$ cat src/sv/spn_pkg.sv
// Shared types, register map and lookup functions for the 16-bit SPN cipher.
`default_nettype none

package spn_pkg;

    // Register map: index = paddr[4:3], one 64-bit slot per register
    typedef enum logic [1:0] {
        REG_KEY   = 2'd0,
        REG_SBOX  = 2'd1,
        REG_ISBOX = 2'd2,
        REG_PERM  = 2'd3
    } t_reg_idx;

    localparam int unsigned ADDR_W  = 5;
    localparam int unsigned DATA_W  = 64;
    localparam int unsigned BLOCK_W = 16;
    localparam int unsigned KEY_W   = 32;
    localparam int unsigned TABLE_W = 64;

    // Configuration handed from the register file to the datapath
    typedef struct packed {
        logic [KEY_W-1:0]   key;
        logic [TABLE_W-1:0] sbox;
        logic [TABLE_W-1:0] isbox;
        logic [TABLE_W-1:0] perm;
    } t_cfg;

    // Round key r: key bits (31-4r) down to (16-4r)
    function automatic logic [BLOCK_W-1:0] round_key(input logic [KEY_W-1:0] key,
                                                     input int unsigned r);
        logic [KEY_W-1:0] sh;
        sh = key >> (16 - 4 * r);
        return sh[BLOCK_W-1:0];
    endfunction

    // Apply a 4-bit lookup table to every nibble
    function automatic logic [BLOCK_W-1:0] subst(input logic [BLOCK_W-1:0] x,
                                                 input logic [TABLE_W-1:0] tbl);
        logic [BLOCK_W-1:0] y;
        logic [3:0]         nib;
        y = '0;
        for (int n = 0; n < 4; n++) begin
            nib          = x[4*n +: 4];
            y[4*n +: 4]  = tbl[{nib, 2'b00} +: 4];
        end
        return y;
    endfunction

    // Bit permutation, positions counted from the MSB; colliding bits OR together
    function automatic logic [BLOCK_W-1:0] permute(input logic [BLOCK_W-1:0] x,
                                                   input logic [TABLE_W-1:0] perm);
        logic [BLOCK_W-1:0] y;
        logic [3:0]         dst;
        y = '0;
        for (int i = 0; i < 16; i++) begin
            dst             = perm[4*i +: 4];
            y[4'd15 - dst]  = y[4'd15 - dst] | x[15 - i];
        end
        return y;
    endfunction

endpackage

`default_nettype wire

$ cat src/sv/spn_regs.sv
// APB configuration registers: key, S-box, inverse S-box, bit permutation.
`default_nettype none

module spn_regs (
    input  wire logic                         i_clk,
    input  wire logic                         i_rst_n,
    input  wire logic                         psel,
    input  wire logic                         penable,
    input  wire logic                         pwrite,
    input  wire logic [spn_pkg::ADDR_W-1:0]   paddr,
    input  wire logic [spn_pkg::DATA_W-1:0]   pwdata,
    output logic      [spn_pkg::DATA_W-1:0]   prdata,
    output logic                              pready,
    output spn_pkg::t_cfg                     o_cfg
);

    spn_pkg::t_cfg     r_cfg;
    spn_pkg::t_reg_idx idx;
    logic              wr_en;

    assign pready = 1'b1;
    assign idx    = spn_pkg::t_reg_idx'(paddr[4:3]);
    assign wr_en  = psel && penable && pwrite && pready;

    // Register writes on the access beat
    always_ff @(posedge i_clk) begin
        if (!i_rst_n) begin
            r_cfg <= '0;
        end else if (wr_en) begin
            case (idx)
                spn_pkg::REG_KEY:   r_cfg.key   <= pwdata[spn_pkg::KEY_W-1:0];
                spn_pkg::REG_SBOX:  r_cfg.sbox  <= pwdata;
                spn_pkg::REG_ISBOX: r_cfg.isbox <= pwdata;
                spn_pkg::REG_PERM:  r_cfg.perm  <= pwdata;
                default:            r_cfg       <= r_cfg;
            endcase
        end
    end

    // Read mux
    always_comb begin
        case (idx)
            spn_pkg::REG_KEY:   prdata = {{(spn_pkg::DATA_W-spn_pkg::KEY_W){1'b0}}, r_cfg.key};
            spn_pkg::REG_SBOX:  prdata = r_cfg.sbox;
            spn_pkg::REG_ISBOX: prdata = r_cfg.isbox;
            spn_pkg::REG_PERM:  prdata = r_cfg.perm;
            default:            prdata = '0;
        endcase
    end

    assign o_cfg = r_cfg;

endmodule

`default_nettype wire

$ cat src/sv/spn_round.sv
// One middle round: nibble substitution, bit permutation, key mix.
`default_nettype none

module spn_round (
    input  wire logic [spn_pkg::BLOCK_W-1:0] i_x,
    input  wire logic [spn_pkg::TABLE_W-1:0] i_sbox,
    input  wire logic [spn_pkg::TABLE_W-1:0] i_perm,
    input  wire logic [spn_pkg::BLOCK_W-1:0] i_rkey,
    output logic      [spn_pkg::BLOCK_W-1:0] o_x
);

    logic [spn_pkg::BLOCK_W-1:0] sub_x;

    assign sub_x = spn_pkg::subst(i_x, i_sbox);
    assign o_x   = spn_pkg::permute(sub_x, i_perm) ^ i_rkey;

endmodule

`default_nettype wire

$ cat src/sv/spn_block_cipher_16bit.sv
// Top level of the 16-bit SPN block cipher: input register, rounds, result register.
//
// Usage:
//   Configure cipher_key (0x00), sbox_table (0x08), inverse_sbox_table (0x10)
//   and bit_permutation (0x18) over the APB port while no block is in flight.
//   A block beat is taken on each edge where i_start is high and o_busy is low;
//   o_busy is held low, so one block can enter every cycle.
//   i_action selects encrypt (0) or decrypt (1); i_data_block is the block.
// The block is captured in the input register, all ROUNDS rounds run in
//   one combinational pass, and o_result_block is shown with o_valid for
//   exactly one cycle on the cycle after.
// Throughput: 1 block per cycle, set by the single-pass round chain.
// Reset (synchronous, active low) clears all configuration registers to
//   zero and drops any block in flight; no strobe follows a reset.
// The receiver cannot stall: each result is present for one cycle only.
`default_nettype none

module spn_block_cipher_16bit #(
    parameter int unsigned ROUNDS = 4
) (
    input  wire logic                         i_clk,
    input  wire logic                         i_rst_n,
    input  wire logic                         i_start,
    output logic                              o_busy,
    input  wire logic                         i_action,
    input  wire logic [spn_pkg::BLOCK_W-1:0]  i_data_block,
    output logic                              o_valid,
    output logic      [spn_pkg::BLOCK_W-1:0]  o_result_block,
    input  wire logic                         psel,
    input  wire logic                         penable,
    input  wire logic                         pwrite,
    input  wire logic [spn_pkg::ADDR_W-1:0]   paddr,
    input  wire logic [spn_pkg::DATA_W-1:0]   pwdata,
    output logic      [spn_pkg::DATA_W-1:0]   prdata,
    output logic                              pready
);

    localparam int unsigned BW = spn_pkg::BLOCK_W;

    spn_pkg::t_cfg cfg;

    logic          r_in_vld;
    logic          r_action;
    logic [BW-1:0] r_data;
    logic          r_out_vld;
    logic [BW-1:0] r_result;
    logic [BW-1:0] n_result;

    logic [spn_pkg::TABLE_W-1:0] tbl;
    logic [BW-1:0]               key_first;
    logic [BW-1:0]               key_last;
    logic [BW-1:0]               rk_mid [1:ROUNDS-1];
    logic [BW-1:0]               x_chain [0:ROUNDS-1];

    spn_regs u_regs (
        .i_clk   (i_clk),
        .i_rst_n (i_rst_n),
        .psel    (psel),
        .penable (penable),
        .pwrite  (pwrite),
        .paddr   (paddr),
        .pwdata  (pwdata),
        .prdata  (prdata),
        .pready  (pready),
        .o_cfg   (cfg)
    );

    assign o_busy = 1'b0;

    // Input register
    always_ff @(posedge i_clk) begin
        if (!i_rst_n) begin
            r_in_vld <= 1'b0;
        end else begin
            r_in_vld <= i_start && !o_busy;
        end
    end

    always_ff @(posedge i_clk) begin
        if (i_start && !o_busy) begin
            r_action <= i_action;
            r_data   <= i_data_block;
        end
    end

    // Key schedule and table select; decrypt runs the equivalent inverse form
    assign tbl       = r_action ? cfg.isbox : cfg.sbox;
    assign key_first = r_action ? spn_pkg::round_key(cfg.key, ROUNDS)
                                : spn_pkg::round_key(cfg.key, 0);
    assign key_last  = r_action ? spn_pkg::round_key(cfg.key, 0)
                                : spn_pkg::round_key(cfg.key, ROUNDS);

    assign x_chain[0] = r_data ^ key_first;

    for (genvar g = 1; g < ROUNDS; g++) begin : g_round
        assign rk_mid[g] = r_action
            ? spn_pkg::permute(spn_pkg::round_key(cfg.key, ROUNDS - g), cfg.perm)
            : spn_pkg::round_key(cfg.key, g);

        spn_round u_round (
            .i_x    (x_chain[g-1]),
            .i_sbox (tbl),
            .i_perm (cfg.perm),
            .i_rkey (rk_mid[g]),
            .o_x    (x_chain[g])
        );
    end

    // Final substitution and key mix
    assign n_result = spn_pkg::subst(x_chain[ROUNDS-1], tbl) ^ key_last;

    // Result register
    always_ff @(posedge i_clk) begin
        if (!i_rst_n) begin
            r_out_vld <= 1'b0;
        end else begin
            r_out_vld <= r_in_vld;
        end
    end

    always_ff @(posedge i_clk) begin
        if (r_in_vld) begin
            r_result <= n_result;
        end
    end

    assign o_valid        = r_out_vld;
    assign o_result_block = r_result;

endmodule

`default_nettype wire

$ cat config.mk
export PLATFORM = sky130hd
export DESIGN_NAME = spn_block_cipher_16bit
export DESIGN_NICKNAME = d
export VERILOG_FILES = /design/src/sv/spn_pkg.sv /design/src/sv/spn_regs.sv /design/src/sv/spn_round.sv /design/src/sv/spn_block_cipher_16bit.sv
export SDC_FILE = /design/constraint.sdc
export NUM_CORES = 2
export LEC_CHECK = 0
export ABC_AREA = 1
export BUFFER_PORTS_ARGS = -buffer_cell sky130_fd_sc_hd__buf_2
export CELL_PAD_IN_SITES_DETAIL_PLACEMENT = 1
export CELL_PAD_IN_SITES_GLOBAL_PLACEMENT = 1
export CORE_MARGIN = 4
export CORE_UTILIZATION = 30
export DETAILED_ROUTE_END_ITERATION = 10
export PLACE_DENSITY = 0.72
export SYNTH_ARGS = -nofsm -noshare
export SYNTH_HDL_FRONTEND = slang
export SYNTH_SLANG_ARGS = --single-unit
$ cat constraint.sdc
create_clock -name i_clk -period 58.6 [get_ports i_clk]
set_input_delay 2.93 -clock i_clk [delete_from_list [all_inputs] [get_ports i_clk]]
set_output_delay 2.93 -clock i_clk [all_outputs]
set_load 0.05 [all_outputs]
==> flow_summary.toml <==
[run_status]
outcome = "complete, but fails checks"
violations = "capacitance limit, slew limit"

[clock_network]
tritoncts = "yes"
tritoncts.num_buffers = 31
clkTransAtPathRegs_ns = 0.07
clk_latency_ns = 0.70
cts_root_buf = "clkbuf_16"
cts_setup_buffers = 0
cts_htree_levels = 1
clk_path_buf_depth = 3
cts.sinks = 259

[sta]
grt_setup_unrepaired = "no"
max_freq_ghz = 0.0178
fin_tns_setup_ns = 0
maxSlewViolCount = 2
finClkSkew_ns = 0.0284
min_period_ns = 56.14
timing.final.crit_share_pct = 95.8
max_slew.worst_pin.slew_ns = 1.52
maxSlewHeadroom_pct = -1.80
setup-violations-final = 0
hold_violations = 0

[layout]
num-fill-cells = 28000
final_layout_size_suffix_gt1_share_pct = 13.6
final_nets = 11300
final_cell_mix = "nand2_1, nand3_1, nor2_1, o21ai_0, inv_1"
syn_to_final_growth_pct = 7.24
final_common_cell = "nand2_1"
post-route-cell-area_um2 = 65300

[routing]
wire_per_inst_um = 30.8
drt_iter0_drc = 13400
wl_um = 430000
ant_nets = 0
viasPerCell = 6.37
drt_first_pass_iters = 9
drc_errors = 0
num_vias = 88900

[floorplan]
die_w_um = 458
core-area_um2 = 202000
rows = 165
dieArea_um2 = 210000
start_util_pct = 30.1
io_pins = 175
die_height_um = 458

[logic_synthesis]
ys_seq_area_share_pct = 9.06
ys_ff_latch = 259
synth_edf_count = 33
synth_area_per_cell_um2 = 5.46
yosys_warnings = 0
synth_area_um2 = 60900
synth_ff_type = "dfxtp_1"
syn_nets = 11300
synthDistinctLibCells = 78
async_flop_share_pct = 0
netlist_instances = 11200

[worst_setup_path]
r2r_slack_ns = 2.46
slowest_stage = "o21ai_1"
r2r_start = "r_action"
endpoint = "o_result_block[0]"
start_kind = "register"
worstPathMaxFanout = 85
critPathCaptureType = "register"
timing.rr.end = "o_result_block[0]"
r2r_cells = 326
worstPathArrival_ns = 56.56
cpMostUsedCell = "nand3_1"
path_class = "reg -> reg"
crit_start = "r_action"
worstPathRequired_ns = 59.02
critPathMaxStageDelay_ns = 0.67

[grt]
first_global_vias = 80700
top_usage_layer = "met2"
grt_pass1_wl_um = 599000
grtUsageMet2_pct = 54.2
gr-usage-met3_pct = 10.0
grt-ovfl-total = 0
grt_usage_pct = 38.6
grt_start_max_net_pins = 86
antenna_found_initial = 41
use_met1_pct = 51.1

[pwr]
powerDensity_nw_per_um2 = 19.7
leakagePower_uw = 0.0306
vdd_drop_max_v = 0.0000232

[job]
cap_violations = 1

[min_path]
hp-class = "reg -> reg"

[placement]
gp_congestion = 1.09
dpl.hpwl_um = 339000
placed_cell_area_um2 = 64100
port_buffers = 169
[sequential cells by signal (all words and copies together) (netlist names)]
| register | flops |
|---|---|
| u_regs.o_cfg | 224 |
| o_result_block | 16 |
| r_data | 16 |
| o_valid | 1 |
| r_action | 1 |
| r_in_vld | 1 |
[power breakdown]
part,leakage (uW),switching (uW),internal [uW],total (uW)
sequential,0.00215,6.32,187,194
combinational,0.0279,658,227,886
clock,0.000501,97.1,113,210
[cell usage after synthesis, types with 37 or more instances]
cell	count	area, um^2
a21oi_1	483	2420
a31oi_1	78	488
buf_4	37	278
buf_6	146	1640
buf_8	40	601
clkbuf_1	227	852
clkbuf_8	108	1490
clkinv_1	151	567
dfxtp_1	226	4520
inv_1	493	1850
inv_2	53	199
nand2_1	3041	11400
nand2_2	118	738
nand3_1	2646	13200
nand3_2	171	1710
nand4_1	58	363
nor2_1	955	3580
nor2_2	186	1160
nor2_4	71	800
o21ai_0	946	4730
o21ai_1	64	320
o221ai_1	72	631
o22ai_1	216	1350
o311ai_0	110	963
or2_2	58	363
[worst min-delay path by stage]
stage | start | cells past startpoint | end
after global routing | u_regs.o_cfg[123] | 2 | u_regs.o_cfg[123]
after floorplan | u_regs.o_cfg[164] | 2 | u_regs.o_cfg[164]
after global placement | u_regs.o_cfg[180] | 2 | u_regs.o_cfg[180]
after CTS | u_regs.o_cfg[87] | 2 | u_regs.o_cfg[87]
after detailed placement | u_regs.o_cfg[87] | 2 | u_regs.o_cfg[87]
final | u_regs.o_cfg[180] | 2 | u_regs.o_cfg[180]
[cells by family (layout without fill, tap and decap cells)]
| family | Yosys count | after routing | share of synthesized area, % |
|---|---|---|---|
| AOI/OAI and AO/OA | 2111 | 2111 | 20.2 |
| DFF | 259 | 259 | 9.06 |
| other | 2 | 39 | 0.0123 |
| and+or+nand+nor | 7432 | 7432 | 57.1 |
| buffers and inverters | 1337 | 1413 | 13.4 |
| xor gates and xnor gates | 15 | 15 | 0.240 |
| muxes | 4 | 4 | 0.0658 |
[cell type report]
cell class	count	area, um^2	area share [%]
clock buffers	45	910	1.39
repair buffers	636	5000	7.65
inverters	721	2920	4.47
diodes	37	92.6	0.142
flip-flops and latches	259	5520	8.45
multi-input cells	9564	47400	72.6
clock inverters	11	118	0.180
well taps	2672	3340	5.12
[through the flow]
stage	std cells	setup slack (ns)	hold slack, ns	total power [uW]	util (%)
after floorplan	11200	23.81	0.441	743	-
after global placement	13900	3.74	0.459	1020	31.7
after detailed placement	13900	3.38	0.463	1030	31.7
after CTS	13900	3.17	0.473	1240	32.2
after global routing	13900	0.0350	0.499	1330	32.3
final	13900	2.46	0.474	1290	32.3
[worst max-delay path, delay by kind of cell, from the launching register on]
kind                   cells  cell delay, ns
flip-flops                 1            0.39
buffers and inverters     24            4.89
AND/OR/NAND/NOR          291           46.96
AO/OA/AOI/OAI             11            3.03
[layer usage]
layer	vias to the layer above	wire [um]
li1	38500	-
met1	43200	172000
met2	5870	169000
met3	1387	51900
met4	20	37400
met5	-	136
[timing repair]
action | 4_1_cts | 5_1_grt
resized for setup | 0 | 17
endpoints found under the setup margin | 0 | 16
hold buffers | 0 | 0
Note: power is estimated with default switching activity, not from simulation.
